## src/rtl/rbr_pkg.sv

```systemverilog
package rbr_pkg;

  // Default sizing
  localparam int RBR_MAX_RAY_BINS = 4096;
  localparam int RBR_MAX_RUN      = 33;

  // Field and register widths
  localparam int RBR_SMP_W = 16;
  localparam int RBR_WGT_W = 16;
  localparam int RBR_SUM_W = 32;
  localparam int RBR_CFG_W = 16;
  localparam int RBR_CFG_AW = 2;

  // Shared divider: 34-bit dividend, 17-bit divisor, one quotient bit per cycle
  localparam int DIV_NW = 34;
  localparam int DIV_DW = 17;
  localparam int DIV_CW = $clog2(DIV_NW);

  // Register reset values
  localparam logic [RBR_CFG_W-1:0] RST_NODATA   = 16'hFFFF;
  localparam logic [RBR_CFG_W-1:0] RST_UNDETECT = 16'h0000;
  localparam logic [RBR_CFG_W-1:0] RST_IN_LEN   = 16'd250;
  localparam logic [RBR_CFG_W-1:0] RST_OUT_LEN  = 16'd1000;

  // Mean clamp limits
  localparam logic [RBR_SMP_W-1:0] VAL_MIN = 16'd1;
  localparam logic [RBR_SMP_W-1:0] VAL_MAX = 16'd65534;

  typedef enum logic [RBR_CFG_AW-1:0] {
    CFG_NODATA,
    CFG_UNDETECT,
    CFG_IN_LEN,
    CFG_OUT_LEN
  } rbr_cfg_idx_t;

  typedef enum logic [1:0] {
    CLS_NODATA,
    CLS_UNDET,
    CLS_VALID
  } rbr_cls_t;

  typedef enum logic [3:0] {
    ST_IDLE,
    ST_PREP,
    ST_TGT,
    ST_SCAN,
    ST_EVAL,
    ST_DIV,
    ST_WRITE,
    ST_TAIL,
    ST_OUT_RD,
    ST_OUT_SHOW
  } rbr_state_t;

  // Divider request
  typedef struct packed {
    logic              start;
    logic [DIV_NW-1:0] num;
    logic [DIV_DW-1:0] den;
  } rbr_div_req_t;

  // Divider response
  typedef struct packed {
    logic              done;
    logic [DIV_NW-1:0] quo;
  } rbr_div_rsp_t;

  // One buffered result
  typedef struct packed {
    logic [RBR_SMP_W-1:0] value;
    logic                 ray_end;
  } rbr_res_t;

endpackage

```

## src/rtl/rbr_div.sv

```systemverilog
module rbr_div
  import rbr_pkg::*;
(
  input  logic         clk,
  input  logic         rst,
  input  rbr_div_req_t req,
  output rbr_div_rsp_t rsp
);

  logic              busy;
  logic              done;
  logic [DIV_CW-1:0] cnt;
  logic [DIV_NW-1:0] num;
  logic [DIV_NW-1:0] quo;
  logic [DIV_DW-1:0] den;
  logic [DIV_DW-1:0] rem;
  logic [DIV_DW:0]   rem_sh;
  logic [DIV_DW:0]   rem_sub;
  logic              fits;

  // Restoring step: shift in next dividend bit, subtract if it fits
  always_comb begin
    rem_sh  = {rem, num[DIV_NW-1]};
    fits    = rem_sh >= {1'b0, den};
    rem_sub = rem_sh - {1'b0, den};
  end

  // Control
  always_ff @(posedge clk) begin
    if (rst) begin
      busy <= 1'b0;
      done <= 1'b0;
      cnt  <= '0;
    end else begin
      done <= 1'b0;
      if (req.start) begin
        busy <= 1'b1;
        cnt  <= '0;
      end else if (busy) begin
        cnt <= cnt + 1'b1;
        if (cnt == DIV_CW'(DIV_NW - 1)) begin
          busy <= 1'b0;
          done <= 1'b1;
        end
      end
    end
  end

  // Datapath
  always_ff @(posedge clk) begin
    if (req.start) begin
      num <= req.num;
      den <= req.den;
      rem <= '0;
      quo <= '0;
    end else if (busy) begin
      num <= {num[DIV_NW-2:0], 1'b0};
      rem <= fits ? rem_sub[DIV_DW-1:0] : rem_sh[DIV_DW-1:0];
      quo <= {quo[DIV_NW-2:0], fits};
    end
  end

  assign rsp.done = done;
  assign rsp.quo  = quo;

endmodule

```

## config.mk

```make
export PLATFORM = sky130hd
export DESIGN_NAME = rbr_div
export DESIGN_NICKNAME = d
export VERILOG_FILES = /design/src/rtl/rbr_pkg.sv /design/src/rtl/rbr_div.sv
export SDC_FILE = /design/constraint.sdc
export NUM_CORES = 1
export LEC_CHECK = 0
export ABC_AREA = 1
export ABC_CLOCK_PERIOD_IN_PS = 6750
export BUFFER_PORTS_ARGS = -buffer_cell sky130_fd_sc_hd__buf_2
export CAP_MARGIN = 25
export CORE_MARGIN = 1.5
export CORE_UTILIZATION = 45
export DETAILED_ROUTE_END_ITERATION = 7
export PLACE_DENSITY = 0.77
export SLEW_MARGIN = 20
export SYNTH_ARGS = -nofsm -noshare
export SYNTH_HDL_FRONTEND = slang
export SYNTH_SLANG_ARGS = --single-unit
export TNS_END_PERCENT = 1
```

## constraint.sdc

```tcl
create_clock -name clk -period 6.75 [get_ports clk]
set_input_delay 0.3375 -clock clk [delete_from_list [all_inputs] [get_ports clk]]
set_output_delay 0.3375 -clock clk [all_outputs]
set_load 0.03 [all_outputs]
```

==> run metrics <==
Seq cells post-synth=110; status=finished, violations left; vias in the first global route=4268; post-route cell area=6210 um^2; Initial Util=46.6%; row count=39; post-synth top area share=28.5%; Pleak=3.14 nW; Sw Pwr=0.328 mW; cell taking the most area after synthesis=edfxtp_1; sw frac=23.7%; DRT iter0 DRCs=255; Worst Clk Skew=8.57 ps; Max-Cap Viols=0; setup violators final=0; die area=12600 um^2; DP HPWL=8050 um; Max Slew Vio Count=0; DP Worst Slack=4160 ps; final worst-path cycle share=35.0%; number of synthesized flops with an enable pin=51; clock-pin transition on the worst setup and hold timing paths=70 ps; total I/O pin count=89; clk buf depth=2; htree depth=3; Port Buffer Count=88; global-route wire length before repair=19300 um; Worst-Margin Slew=959 ps; logic gate share of total power=8.8%; crit path launch=busy; Cells after Synth=676; slowest stage cell, crit path=inv_1; root buf cell=clkbuf_16; Area contributors post-synth=edfxtp_1 29%, dfxtp_1 22%, nand2_1 18%, inv_1 7.5%, ha_1 4.4%; drt via density=4.88; GRT Total Usage=18.7%; FMAX=0.423 GHz; ys async rst share=0%; critical path type=reg -> reg; setup TNS=0 ps; Reg-to-Reg Start=busy; gr ovfl total=0; Worst slew margin=36.0%; Num CTS Buffers=9; Netlist cell types=36; most common cell after layout, fill and taps aside=nand2_1; crit-path cells=inv_1 -> nor2_2 -> inv_1 -> o21ai_0; area post-placement=5910 um^2; largest net degree at the start of global routing=56; antenna-violating nets left=0; Pre-Repair DR Iteration Count=6; Fin. Hold Viols=0; GPL Wtd Cong=0.852; CTS resizes=0; fin util=53.9%; Pwr Density=223 nW/um^2; TritonCTS Sinks=110; PnR worst setup slack=4390 ps; P&R area growth vs syn=15.5%; DRC viols=1; worst path required time=7000 ps; endpoint class of the critical path=flip-flop; nets=831; register area share after synthesis=50.5%; slowest cell delay on critical path=670 ps; Net Count, Synth=750; Hold-fix buffers, CTS=0; Most common cell on crit path=inv_1; worst skew pair latency=340 ps; Seq pwr share=53.7%; Max IR drop VDD=0.000151 V; crit-path max FO=33; Mapped Area=5370 um^2; ys flop type=dfxtp_1; Routed WL per cell=12.3 um; routed wire length=11200 um; Min Clock Period, post-route=2360 ps; RSZ-0062 raised after global routing=no; Die Y-Extent=112 um; clock share of power=37.6%; ant diodes=0; commonest non-fill, non-tap cells in the layout=262 x nand2_1, 107 x inv_1, 88 x buf_2, 59 x dfxtp_1, 51 x edfxtp_1; YS warnings=0; Synth Area per Inst=7.95 um^2; worst hold path class=in -> reg; Worst EP arrival=2620 ps; post-CTS setup buffers=0; CP Launch Type=flip-flop; Chip Width=112 um; Vias=4415; Core ar.=11500 um^2; Internal=1.06 mW; initial antenna violation count=0; Hold Startpoint=req[10]; failing checks=DRC; fraction of layout cells with a size suffix above 1=16.5%; CTS tree=yes
==> final cells by class <==
type	instances	area [um^2]
multi-input combinational	437	2150
sequential	110	2710
clock inverter	6	60.1
fill	1054	5310
clock buffer	10	239
timing repair buffer	90	455
tap	143	179
inverter	109	409
==> synth_stat cells, types with 4 or more instances <==
cell      instances
edfxtp_1         51
buf_1             5
dfxtp_1          59
nor3_1            7
o21ai_0           5
nor2_1           21
buf_2             4
inv_1           107
ha_1             19
nand2_1         262
nand2_2           8
o22ai_1          32
clkbuf_1          8
xor2_1            6
a21oi_1          11
nand3_1          36
nand4_1           5
==> worst paths after layout <==
check,end,slack (ps),depth (start not counted)
worst max-delay path,quo[33],4390,4
worst min-delay path,den[10],170,1
worst max register to register,quo[33],4390,4
worst min register to register,quo[33],470,2
==> sequential cells by signal (all words and copies together) (netlist names) <==
signal,count
busy,1
rem,17
cnt,6
num,34
done,1
den,17
quo,34
==> through the flow <==
stage / cells / hold slack (ps) / power [mW]
3_5_place_dp: 889 / 466 / 0.881
5_1_grt: 905 / 153 / 1.45
2_1_floorplan: 676 / 436 / 0.840
6_report: 905 / 166 / 1.39
3_3_place_gp: 889 / 437 / 0.878
4_1_cts: 905 / 156 / 1.40
==> per-layer routing <==
metal	routed length (um)	part of all wire [%]	GRT usage [%]	up-vias
met2	5460	49	31.9	91
met5	0	0	0	-
li1	-	-	-	2298
met3	426	3.8	3.19	14
met4	157	1.4	5.99	0
met1	5140	46	24.4	2012
==> power by group through the flow <==
stage | Combinational, mW | Sequential [mW] | Clock (mW)
2_1_floorplan | 0.0842 | 0.756 | 0
3_3_place_gp | 0.120 | 0.758 | 0
3_5_place_dp | 0.121 | 0.759 | 0
4_1_cts | 0.123 | 0.744 | 0.530
5_1_grt | 0.141 | 0.747 | 0.559
6_report | 0.122 | 0.744 | 0.521
==> kinds of logic (layout without fill, tap and decap cells) <==
family	count (synthesis)	count (layout)	share of synthesized area [%]
AOI/OAI and AO/OA	52	52	5.73
adders and majority gates	20	20	4.80
DFF	110	110	50.5
buffers and inverters	129	215	9.46
xor gates and xnor gates	7	7	1.14
and+or+nand+nor	358	358	28.4
==> worst max-delay path, delay by kind of cell (launching register included) <==
kind,cells,cell delay [ps]
AOI/OAI and AO/OA,1,330
and+or+nand+nor,1,630
DFF,1,500
buffers and inverters,2,800
(Power assumes the default switching activity.)
