--- src/rtl/rbr_pkg.sv ---
package rbr_pkg;

  // Default sizing
  localparam int RBR_MAX_RAY_BINS = 4096;
  localparam int RBR_MAX_RUN      = 33;

  // Field and register widths
  localparam int RBR_SMP_W = 16;
  localparam int RBR_WGT_W = 16;
  localparam int RBR_SUM_W = 32;
  localparam int RBR_CFG_W = 16;
  localparam int RBR_CFG_AW = 2;

  // Shared divider: 34-bit dividend, 17-bit divisor, one quotient bit per cycle
  localparam int DIV_NW = 34;
  localparam int DIV_DW = 17;
  localparam int DIV_CW = $clog2(DIV_NW);

  // Register reset values
  localparam logic [RBR_CFG_W-1:0] RST_NODATA   = 16'hFFFF;
  localparam logic [RBR_CFG_W-1:0] RST_UNDETECT = 16'h0000;
  localparam logic [RBR_CFG_W-1:0] RST_IN_LEN   = 16'd250;
  localparam logic [RBR_CFG_W-1:0] RST_OUT_LEN  = 16'd1000;

  // Mean clamp limits
  localparam logic [RBR_SMP_W-1:0] VAL_MIN = 16'd1;
  localparam logic [RBR_SMP_W-1:0] VAL_MAX = 16'd65534;

  typedef enum logic [RBR_CFG_AW-1:0] {
    CFG_NODATA,
    CFG_UNDETECT,
    CFG_IN_LEN,
    CFG_OUT_LEN
  } rbr_cfg_idx_t;

  typedef enum logic [1:0] {
    CLS_NODATA,
    CLS_UNDET,
    CLS_VALID
  } rbr_cls_t;

  typedef enum logic [3:0] {
    ST_IDLE,
    ST_PREP,
    ST_TGT,
    ST_SCAN,
    ST_EVAL,
    ST_DIV,
    ST_WRITE,
    ST_TAIL,
    ST_OUT_RD,
    ST_OUT_SHOW
  } rbr_state_t;

  // Divider request
  typedef struct packed {
    logic              start;
    logic [DIV_NW-1:0] num;
    logic [DIV_DW-1:0] den;
  } rbr_div_req_t;

  // Divider response
  typedef struct packed {
    logic              done;
    logic [DIV_NW-1:0] quo;
  } rbr_div_rsp_t;

  // One buffered result
  typedef struct packed {
    logic [RBR_SMP_W-1:0] value;
    logic                 ray_end;
  } rbr_res_t;

endpackage

--- src/rtl/rbr_buf.sv ---
module rbr_buf
  import rbr_pkg::*;
#(
  parameter  int DEPTH = RBR_MAX_RUN,
  localparam int AW    = $clog2(DEPTH)
) (
  input  logic          clk,
  input  logic          we,
  input  logic [AW-1:0] waddr,
  input  rbr_res_t      wdata,
  input  logic          re,
  input  logic [AW-1:0] raddr,
  output rbr_res_t      rdata
);

  rbr_res_t mem [DEPTH];

  always_ff @(posedge clk) begin
    if (we) begin
      mem[waddr] <= wdata;
    end
  end

  always_ff @(posedge clk) begin
    if (re) begin
      rdata <= mem[raddr];
    end
  end

endmodule

--- config.mk ---
export PLATFORM = sky130hd
export DESIGN_NAME = rbr_buf
export DESIGN_NICKNAME = d
export VERILOG_FILES = /design/src/rtl/rbr_pkg.sv /design/src/rtl/rbr_buf.sv
export SDC_FILE = /design/constraint.sdc
export NUM_CORES = 1
export LEC_CHECK = 0
export ABC_AREA = 1
export ABC_CLOCK_PERIOD_IN_PS = 2100
export BUFFER_PORTS_ARGS = -buffer_cell sky130_fd_sc_hd__buf_2
export CORE_ASPECT_RATIO = 0.5
export CORE_MARGIN = 1.5
export CORE_UTILIZATION = 32
export CTS_CLUSTER_SIZE = 16
export DETAILED_ROUTE_END_ITERATION = 16
export PLACE_DENSITY = 0.45
export SKIP_CTS_REPAIR_TIMING = 1
export SYNTH_ARGS = -nofsm -noshare
export SYNTH_HDL_FRONTEND = slang
export SYNTH_SLANG_ARGS = --single-unit
--- constraint.sdc ---
create_clock -name clk -period 2.1 [get_ports clk]
set_input_delay 0.105 -clock clk [delete_from_list [all_inputs] [get_ports clk]]
set_output_delay 0.105 -clock clk [all_outputs]
set_load 0.005 [all_outputs]
==> results.txt <==
The post-CTS clock slew at the launch and capture registers of the worst setup and hold paths is roughly 60 ps. The analysis attributes to net switching a power of roughly 5.5 mW. The area fraction in compound gates after synthesis came out at 0%.

At the end of routability-driven placement, the weighted congestion stood at slightly below 0.8. The effective utilization at floorplan came out at between 30% and 40%. Port buffering added 48 buffers.

The via count of the first global-routing pass came out at between 10000 and 15000. The area of the core came out at roughly 0.07 mm^2. TritonCTS built the clock tree. On the final layout, the worst clock skew is between 15 and 20 ps. The top cell type by area accounts for ~75% of the synthesized area. The cell-internal power came out at ~19 mW. The minimum setup slack after placement came out at between 150 and 200 ps. Counting every net in the synthesized netlist gives 1960. The worst path arrival time came out at about 2000 ps. The time the worst path needs with I/O delays and setup is about 1600 ps. The worst relative slew slack came out at between 40 and 50%. The number of enable flip-flop cells after synthesis is 578.

The post-synthesis cell type count is 12. The proportion of power drawn by flip-flops and latches is about 53%. The run finished with clean final reports.

Setup repair after global routing left no endpoint under its margin. By area the synthesized netlist is led by edfxtp_1, nand2_1, nand3_1. For the pin with the worst max-slew slack, the measured transition is ~860 ps. The adder-cell share of the synthesized area is 0%. The count of state elements after synthesis came out at 578.

After layout, the worst path uses about 76% of the clock period. The average wire per cell in the routed design came out at approximately 23 um. The area growth from synthesis to layout is 16.37%. The critical path is of the reg2reg type. The final-layout setup total negative slack is 0 ps. The delay contributed by the slowest stage of the critical path came out at 350 ps. The number of warning messages in the yosys log is 0. In the post-synthesis netlist, the cell with the most instances is nand2_1.

Counting both buffers and inverters, the worst setup path holds a total of 0. The design draws 24.18 mW. The number of inserted filler cells in the final layout came out at between 6000 and 7000. The combined area of all synthesized cells is between 0.02 and 0.025 mm^2. The endpoint required time on the critical path is about 2500 ps.

The remaining global-route overflow is 0. The final hold violation count is 0. Ranked by instance count, the synthesized netlist is headed by nand2_1, edfxtp_1, nand3_1, buf_2, nor2_1. After detailed routing, the number of remaining DRC violations is 0. The most used flip-flop cell after synthesis is edfxtp_1. The kind of capture point of the worst setup path is a register. Summed over all nets, the half-perimeter wirelength after detailed placement is 38180 um.

In this run the power density over the cells is approximately 900 mW/mm^2. The share of async-settable or async-resettable flops after synthesis is 0%. Among cell families on the critical path, the largest total delay comes from simple AND/OR/NAND/NOR gates. In this run, the clock network consumes between 40% and 50% of the power. The simple-gate portion of the synthesized area is 22.35%. The vertical die dimension came out at roughly 190 um. The CTS sink count came out at about 580.

Dividing the detail-routed via count by the number of cells gives between 4 and 5. Once routing completed, OpenROAD measured the worst setup slack at slightly above 500 ps. The first-pass GRT wire length is slightly above 100000 um. The most area-hungry cell type in the Yosys netlist is edfxtp_1. The largest fanout on the critical path is 1. Averaged over all synthesized cells, the footprint is between 10 and 15 um^2. The switching power as a share of total power came out at between 20% and 30%. The maximum clock insertion buffer count is 3.

The slowest stage of the critical path is the edfxtp_1 cell. The detailed-router iteration count before antenna repair is 5. The number of core rows came out at 69. The cell leakage power came out at about 9.6 nW. The I/O pin total is between 40 and 50. The latest clock arrival within the worst-skew pair is just over 600 ps. The xor-xnor portion of the synthesized cell area came out at 0%. After synthesis, the largest family of logic cells by area is simple AND/OR/NAND/NOR gates. In this run the worst hold path is classified as in2reg. The total setup violations reported at the end of the flow is 0.

The final wirelength came out at 68760 um. The critical path goes through nand2_1, nand3_1, nand3_1, nand2_1, nand2_1, nand3_1, nand3_1, nand2_1. The share of layout cells above drive strength 1 is about an eighth. In this run, CTS created clock tree buffers numbering between 50 and 60. Entering global routing, the biggest net connects 69 pins.

In the final layout, the multi-input gates occupy between 0.005 and 0.006 mm^2. The cell sitting at the root of the clock tree is a clkbuf_16. In the synthesized netlist, mux cells make up 0% of the area.

The highest achievable clock rate is between 0.6 and 0.7 GHz. The die outline width came out at around 380 um. The floorplan step defined a die boundary enclosing between 0.07 and 0.08 mm^2. The number of DRC markers after the initial detailed-route iteration is 1101.

The combinational share of power came out at roughly 6.5%. The startpoint kind of the worst setup timing path is a register. The register cell area after layout came out at roughly 0.017 mm^2.

The number of vias in the routed layout is 14877. The number of nets in the layout is 2030. The number of levels in the clock H-tree is 2. The number of maximum-capacitance constraint violations is 0. Global routing used a little under a fifth of the available tracks across all layers. The final count of pins violating max slew came to 0. The portion of the post-synthesis area used by sequential elements is 74.95%. The count of nets left with antenna violations once routing finished came out at 0. The setup check on the worst reg-to-reg path leaves a slack of between 500 and 600 ps. The cell count after synthesis is 1928. The peak supply drop came out at between 0.5 and 0.6 mV.

The number of antenna violations at the first check in global routing came out at 5.
final cells by class:
type                            count  share of cell area (%)
Tap cell                          958                   4.448
Multi-Input combinational cell   1222                   19.50
Timing Repair Buffer              130                   5.102
Clock buffer                       68                   5.446
Sequential cell                   578                   64.40
Antenna cell                        1                0.009285
Clock inverter                     30                  0.8961
Inverter                           11                  0.1950
logic make-up (layout without fill, tap and decap cells):
group,Yosys count,in the layout
other,0,1
flip-flops,578,578
buffers and inverters,128,239
AND/OR/NAND/NOR,1222,1222
state kept, by name (all words and copies together) (netlist names):
name,cells
rdata,17
mem,561
through the flow:
step                utilization, %  hold slack, ps  std cells  area (um^2)
floorplan                        -           203.9       1928        23160
global placement             35.39           502.6       2899        25240
detailed placement           35.39           509.4       2899        25240
CTS                          37.79          -13.06       2997        26950
global route                 37.79           6.569       2997        26950
finish                       37.79           15.97       2998        26950
worst register-to-register path, stage by stage (launching register included):
cell and delay [ps]:
edfxtp_1 350, nand2_1 70, nand3_1 80, nand3_1 110, nand2_1 80, nand2_1 120
nand3_1 290, nand3_1 170, nand2_1 80
cell usage in the layout (no fill, tap or decap):
cell type / n
nand2_1: 716
edfxtp_1: 578
nand3_1: 470
clkbuf_16: 57
buf_2: 45
buf_4: 43
buf_12: 40
nor2_2: 32
clkinv_2: 20
clkbuf_1: 11
clkinv_1: 10
inv_1: 5
nor2_1: 4
bufinv_16: 4
diode_2: 1
inv_8: 1
inv_4: 1
buf_8: 1
buf_6: 1
final timing paths:
path,end,cells past startpoint,from
max,rdata[13],8,mem[19][13]
min,mem[32][13],1,wdata[13]
max reg2reg,rdata[13],8,mem[19][13]
min reg2reg,rdata[4],2,mem[32][4]
power groups by stage:
stage / Combinational (mW) / Clock (mW) / Sequential, mW
finish: 1.58 / 9.75 / 12.8
global route: 1.74 / 10.4 / 12.8
CTS: 1.61 / 9.96 / 12.8
detailed placement: 1.60 / 0 / 13.1
global placement: 1.60 / 0 / 13.1
floorplan: 0.785 / 0 / 13.1
metal layers:
metal | share of wire [%] | routed length, um | up-vias | track usage, %
met5 | 0 | 0 | - | 0
met4 | 2.4 | 1616 | 0 | 5.270
met1 | 47 | 32440 | 7514 | 26.83
li1 | - | - | 6929 | -
met2 | 46 | 31900 | 332 | 29.45
met3 | 4.1 | 2808 | 102 | 2.402
Note: power is estimated with default switching activity, not from simulation.
